File: src/rtl/core/gcpms_pkg.sv
// shared types, constants and arithmetic helpers for the crossing-paths block
`timescale 1ns / 1ps

package gcpms_pkg;

    localparam int CELL_W  = 17;
    localparam int TOTAL_W = 27;
    localparam int CFG_W   = 8;
    localparam logic [TOTAL_W-1:0] TOTAL_MAX = {TOTAL_W{1'b1}};

    // register map (byte address bit 2 selects the register)
    localparam logic REG_ROWS = 1'b0;
    localparam logic REG_COLS = 1'b1;

    // table numbering: bit 0 set walks rows upwards, bit 1 set walks columns leftwards
    localparam logic [1:0] TBL_TL = 2'd0;
    localparam logic [1:0] TBL_BL = 2'd1;
    localparam logic [1:0] TBL_TR = 2'd2;
    localparam logic [1:0] TBL_BR = 2'd3;

    // controller to datapath commands
    typedef struct packed {
        logic load_wr;
        logic build_init;
        logic build_rd;
        logic build_wr;
        logic eval_init;
        logic eval_rd_a;
        logic eval_rd_b;
        logic eval_sum_b;
        logic eval_acc;
        logic out_load;
    } cmd_t;

    // datapath to controller status
    typedef struct packed {
        logic last_cell;
        logic tbl_cell_last;
        logic tbl_last;
        logic small_grid;
        logic eval_last;
        logic out_busy;
    } status_t;

    // saturating add of two path sums
    function automatic logic [TOTAL_W-1:0] sat_add(input logic [TOTAL_W-1:0] a,
                                                   input logic [TOTAL_W-1:0] b);
        logic [TOTAL_W:0] s;
        s = {1'b0, a} + {1'b0, b};
        return s[TOTAL_W] ? TOTAL_MAX : s[TOTAL_W-1:0];
    endfunction

    // saturating sum of four path sums
    function automatic logic [TOTAL_W-1:0] sum4(input logic [TOTAL_W-1:0] p,
                                                input logic [TOTAL_W-1:0] q,
                                                input logic [TOTAL_W-1:0] s,
                                                input logic [TOTAL_W-1:0] u);
        return sat_add(sat_add(p, q), sat_add(s, u));
    endfunction

endpackage

File: src/rtl/core/gcpms_ctrl.sv
// sequencing state machine for load, table build and evaluation
`timescale 1ns / 1ps

module gcpms_ctrl (
    input  logic               clk,
    input  logic               rst_n,
    input  logic               in_valid,
    output logic               in_ready,
    input  gcpms_pkg::status_t status,
    output gcpms_pkg::cmd_t    cmd
);

    typedef enum logic [9:0] {
        S_LOAD   = 10'b0000000001,
        S_BINIT  = 10'b0000000010,
        S_BRD    = 10'b0000000100,
        S_BWR    = 10'b0000001000,
        S_EINIT  = 10'b0000010000,
        S_ERDA   = 10'b0000100000,
        S_ERDB   = 10'b0001000000,
        S_ESUM   = 10'b0010000000,
        S_EACC   = 10'b0100000000,
        S_FINISH = 10'b1000000000
    } state_t;

    state_t state_reg;
    state_t state_next;
    logic   in_fire;

    assign in_ready = (state_reg == S_LOAD);
    assign in_fire  = in_valid && in_ready;

    // next state and commands
    always_comb
    begin
        state_next = state_reg;
        cmd        = '0;
        case (state_reg)
            S_LOAD:
            begin
                cmd.load_wr = in_fire;
                if (in_fire && status.last_cell)
                begin
                    state_next = S_BINIT;
                end
            end
            S_BINIT:
            begin
                cmd.build_init = 1'b1;
                state_next     = S_BRD;
            end
            S_BRD:
            begin
                cmd.build_rd = 1'b1;
                state_next   = S_BWR;
            end
            S_BWR:
            begin
                cmd.build_wr = 1'b1;
                if (!status.tbl_cell_last)
                begin
                    state_next = S_BRD;
                end
                else if (!status.tbl_last)
                begin
                    state_next = S_BINIT;
                end
                else if (status.small_grid)
                begin
                    state_next = S_FINISH;
                end
                else
                begin
                    state_next = S_EINIT;
                end
            end
            S_EINIT:
            begin
                cmd.eval_init = 1'b1;
                state_next    = S_ERDA;
            end
            S_ERDA:
            begin
                cmd.eval_rd_a = 1'b1;
                state_next    = S_ERDB;
            end
            S_ERDB:
            begin
                cmd.eval_rd_b = 1'b1;
                state_next    = S_ESUM;
            end
            S_ESUM:
            begin
                cmd.eval_sum_b = 1'b1;
                state_next     = S_EACC;
            end
            S_EACC:
            begin
                cmd.eval_acc = 1'b1;
                state_next   = status.eval_last ? S_FINISH : S_ERDA;
            end
            S_FINISH:
            begin
                if (!status.out_busy)
                begin
                    cmd.out_load = 1'b1;
                    state_next   = S_LOAD;
                end
            end
            default:
            begin
                state_next = S_LOAD;
            end
        endcase
    end

    // state register
    always_ff @(posedge clk or negedge rst_n)
    begin
        if (!rst_n)
        begin
            state_reg <= S_LOAD;
        end
        else
        begin
            state_reg <= state_next;
        end
    end

endmodule

File: config.mk
export PLATFORM = sky130hd
export DESIGN_NAME = gcpms_ctrl
export DESIGN_NICKNAME = d
export VERILOG_FILES = /design/src/rtl/core/gcpms_pkg.sv /design/src/rtl/core/gcpms_ctrl.sv
export SDC_FILE = /design/constraint.sdc
export NUM_CORES = 1
export LEC_CHECK = 0
export BUFFER_PORTS_ARGS = -buffer_cell sky130_fd_sc_hd__buf_2
export CAP_MARGIN = 0
export CORE_ASPECT_RATIO = 0.9
export CORE_MARGIN = 2
export CORE_UTILIZATION = 26
export CTS_BUF_LIST = sky130_fd_sc_hd__clkbuf_8
export DETAILED_ROUTE_END_ITERATION = 10
export HOLD_SLACK_MARGIN = 0.02
export PLACE_DENSITY_LB_ADDON = 0.15
export SLEW_MARGIN = 10
export SYNTH_ARGS = -nofsm -noshare
export SYNTH_HDL_FRONTEND = slang
export SYNTH_SLANG_ARGS = --single-unit
File: constraint.sdc
create_clock -name clk -period 4.2 [get_ports clk]
set_clock_uncertainty 0.1 [all_clocks]
set_input_delay 0.42 -clock clk [delete_from_list [all_inputs] [get_ports clk]]
set_output_delay 0.42 -clock clk [all_outputs]
set_load 0.05 [all_outputs]
==> impl_metrics.tcl <==
set metrics [dict create \
    status "completed" \
    dpl.hpwl_mm 1.11 \
    tightest_slew_ns 0.289 \
    ff2ff_setup_slack_ns 2.63 \
    cap_violations 0 \
    swShare 0.258 \
    nets 107 \
    drive_gt1_frac 0.289 \
    critPathLaunch "state_reg[2]$_DFFE_PN0P_" \
    gr-usage-met2 0.137 \
    hold_start "status[2]" \
    syn_to_final_growth_pct 32.1 \
    setup-tns-final_ns 0 \
    avgSynthCellArea_sq_um 8.28 \
    cts_tree "done" \
    stdcell_count 124 \
    critPathBufInv 2 \
    cts.sinks 10 \
    cts.clk_slew.worst_paths_ns 0.05 \
    cp_slowest_stage_delay_ns 0.42 \
    setup_ws_ns 1.86 \
    crit_arrival_ns 1.82 \
    ys_warn_count 0 \
    ys_seq_area_frac 0.416 \
    crit_type "reg2out" \
    dp_slack_ns 2.12 \
    mappedNetlistArea_sq_um 604 \
    cts_root_buf "clkbuf_8" \
    htree_levels 1 \
    post-route-period-util 0.556 \
    cp.required_ns 3.68 \
    drtIter0Drc 7 \
    min_path_cells 2 \
    grt_setup_unrepaired "false" \
    crit_path_end_kind "primary output" \
    start_kind "flip-flop" \
    coreArea_sq_mm 0.00218 \
    post-route-drc-count 0 \
    largest_reg_flops 10 \
    max_freq_mhz 428 \
    fp.dieH_microns 49.7 \
    netlist_instances 73 \
    grt.overflow.total 0 \
    pwr-share-clk 0.458 \
    ios 20 \
    slew_headroom 0.806 \
    internal_power_mw 0.195 \
    min_to "state_reg[4]$_DFFE_PN0P_" \
    critical-path-slowest-cell "dfrtp_1" \
    cts_buffers 3 \
    utilization 0.366 \
    share_seq_of_total_power 0.391 \
    r2r-end "state_reg[0]$_DFFE_PN1P_" \
    ys_ff_latch 10 \
    vias_per_cell 4.76 \
    place_inst 119 \
    grt_usage 0.111 \
    gr-usage-met1 0.162 \
    first_pass_iters 3 \
    ant_nets 0 \
    via_count 590 \
    port-buffer-count 19 \
    gp_congestion 0.777 \
    syn_nets 82 \
    fill_cells 243 \
    cts_buffer_depth 2 \
    die_area_sq_mm 0.00273 \
    finalWirelength_mm 1.34 \
    fin_crit_ns 2.34 \
    max-vdd-ir-drop_v 0.000165 \
    wl_per_cell_microns 10.8 \
    rr_worst_depth 5 \
    p_per_area_mw_per_mm2 329 \
    finalSetupViolations 0 \
    die_x_microns 54.8 \
    grt_max_degree 11 \
    leakage_nw 0.416 \
    crit_chain "nor2_1, and3_1, nor2b_1, nand3_1, inv_1, buf_2" \
    met3_usage 0.0485 \
    synth.distinct_cells 23 \
    clk_latency_ns 0.23 \
    postCtsSetupRepairBufs 0 \
    finalHoldViolations 0 \
    worst-path-max-fanout 6 \
    grt_pass1_wl_mm 2.12 \
    antenna_found_initial 0 \
    antenna_cells 0 \
    grt-busiest-layer "met1" \
    grt_pass1_vias 497 \
    num_rows 16 \
    r2r_start "state_reg[2]$_DFFE_PN0P_" \
    slew_violations 0 \
    initial_core_util 0.277 \
    p_switching_mw 0.0677 \
    hold_class "in2reg" \
    combinationalPowerShare 0.151 \
    worst_path_dominant_cell_family "simple AND/OR/NAND/NOR gates" \
]
## area by class of cell
cell class              instances  area (sq um)  share of cell area
multi-input cells              59           338               0.423
flip-flops and latches         10           251               0.315
repair buffers                 20           105               0.132
clock buffers                   4          55.1              0.0690
well taps                      27          33.8              0.0423
inverters                       4          15.0              0.0188
## synth_stat cells (all sizes together)
master    n  share of area
a2111oi   1          0.025
a211oi    1          0.012
and2      1          0.010
and3      4          0.041
and4b     3          0.050
dfrtp     9           0.37
dfstp     1          0.043
inv       4          0.025
nand2     8          0.050
nand2b    2          0.021
nand3     6          0.050
nand4b    1          0.014
nor2     12          0.083
nor2b     8          0.083
nor3      2          0.017
o211a     1          0.017
o21ai     6          0.050
o22ai     1          0.010
o31ai     1          0.012
xor2      1          0.014
## metal layers
layer  part of all wire  wire length, microns
met4              0.016                    21
met5                  0                     0
met1               0.50                   670
met3              0.089                   120
met2               0.40                   531
## what timing repair did
item                                   CTS  global route
endpoints found under the hold margin    9             0
resized for setup                        0             0
hold buffers                             1             0
## cells by family after synthesis
group                  after synthesis  synth area share
XOR/XNOR                             1            0.0145
flip-flops                          10             0.416
buffers and inverters                4            0.0248
AND/OR/NAND/NOR                     47             0.418
AO/OA/AOI/OAI                       11             0.126
## cell usage in the layout, fill, tap and decap left out, drive strengths merged
cell type,count
buf,19
nor2,12
dfrtp,9
nor2b,8
nand2,8
nand3,6
o21ai,6
and3,4
clkbuf,4
inv,4
and4b,3
nor3,2
nand2b,2
and2,1
nand4b,1
xor2,1
a2111oi,1
a211oi,1
o31ai,1
o211a,1
o22ai,1
dlygate4sd3,1
dfstp,1
## power by group through the flow
stage | Clock (mW) | Sequential (mW) | Combinational, mW
6_report | 0.120 | 0.103 | 0.0398
5_1_grt | 0.128 | 0.103 | 0.0438
4_1_cts | 0.123 | 0.103 | 0.0403
3_5_place_dp | 0 | 0.104 | 0.0395
3_3_place_gp | 0 | 0.104 | 0.0397
2_1_floorplan | 0 | 0.104 | 0.0269
## through the flow
stage / instance area (sq um) / total power [mW] / hold slack [ns]
after global routing: 798 / 0.275 / 0.242
after floorplan: 604 / 0.131 / 0.0244
after detailed placement: 733 / 0.144 / 0.194
after CTS: 798 / 0.266 / 0.245
after global placement: 733 / 0.144 / 0.202
final: 798 / 0.263 / 0.246
## how the worst max path moves through the flow
stage | end | slack, ns | depth (start not counted)
after global routing | cmd[8] | 1.66 | 6
after floorplan | cmd[9] | 1.83 | 4
after detailed placement | cmd[8] | 2.12 | 6
after global placement | cmd[8] | 2.14 | 6
after CTS | cmd[8] | 1.86 | 6
final | cmd[8] | 1.86 | 6
(Power assumes the default switching activity.)
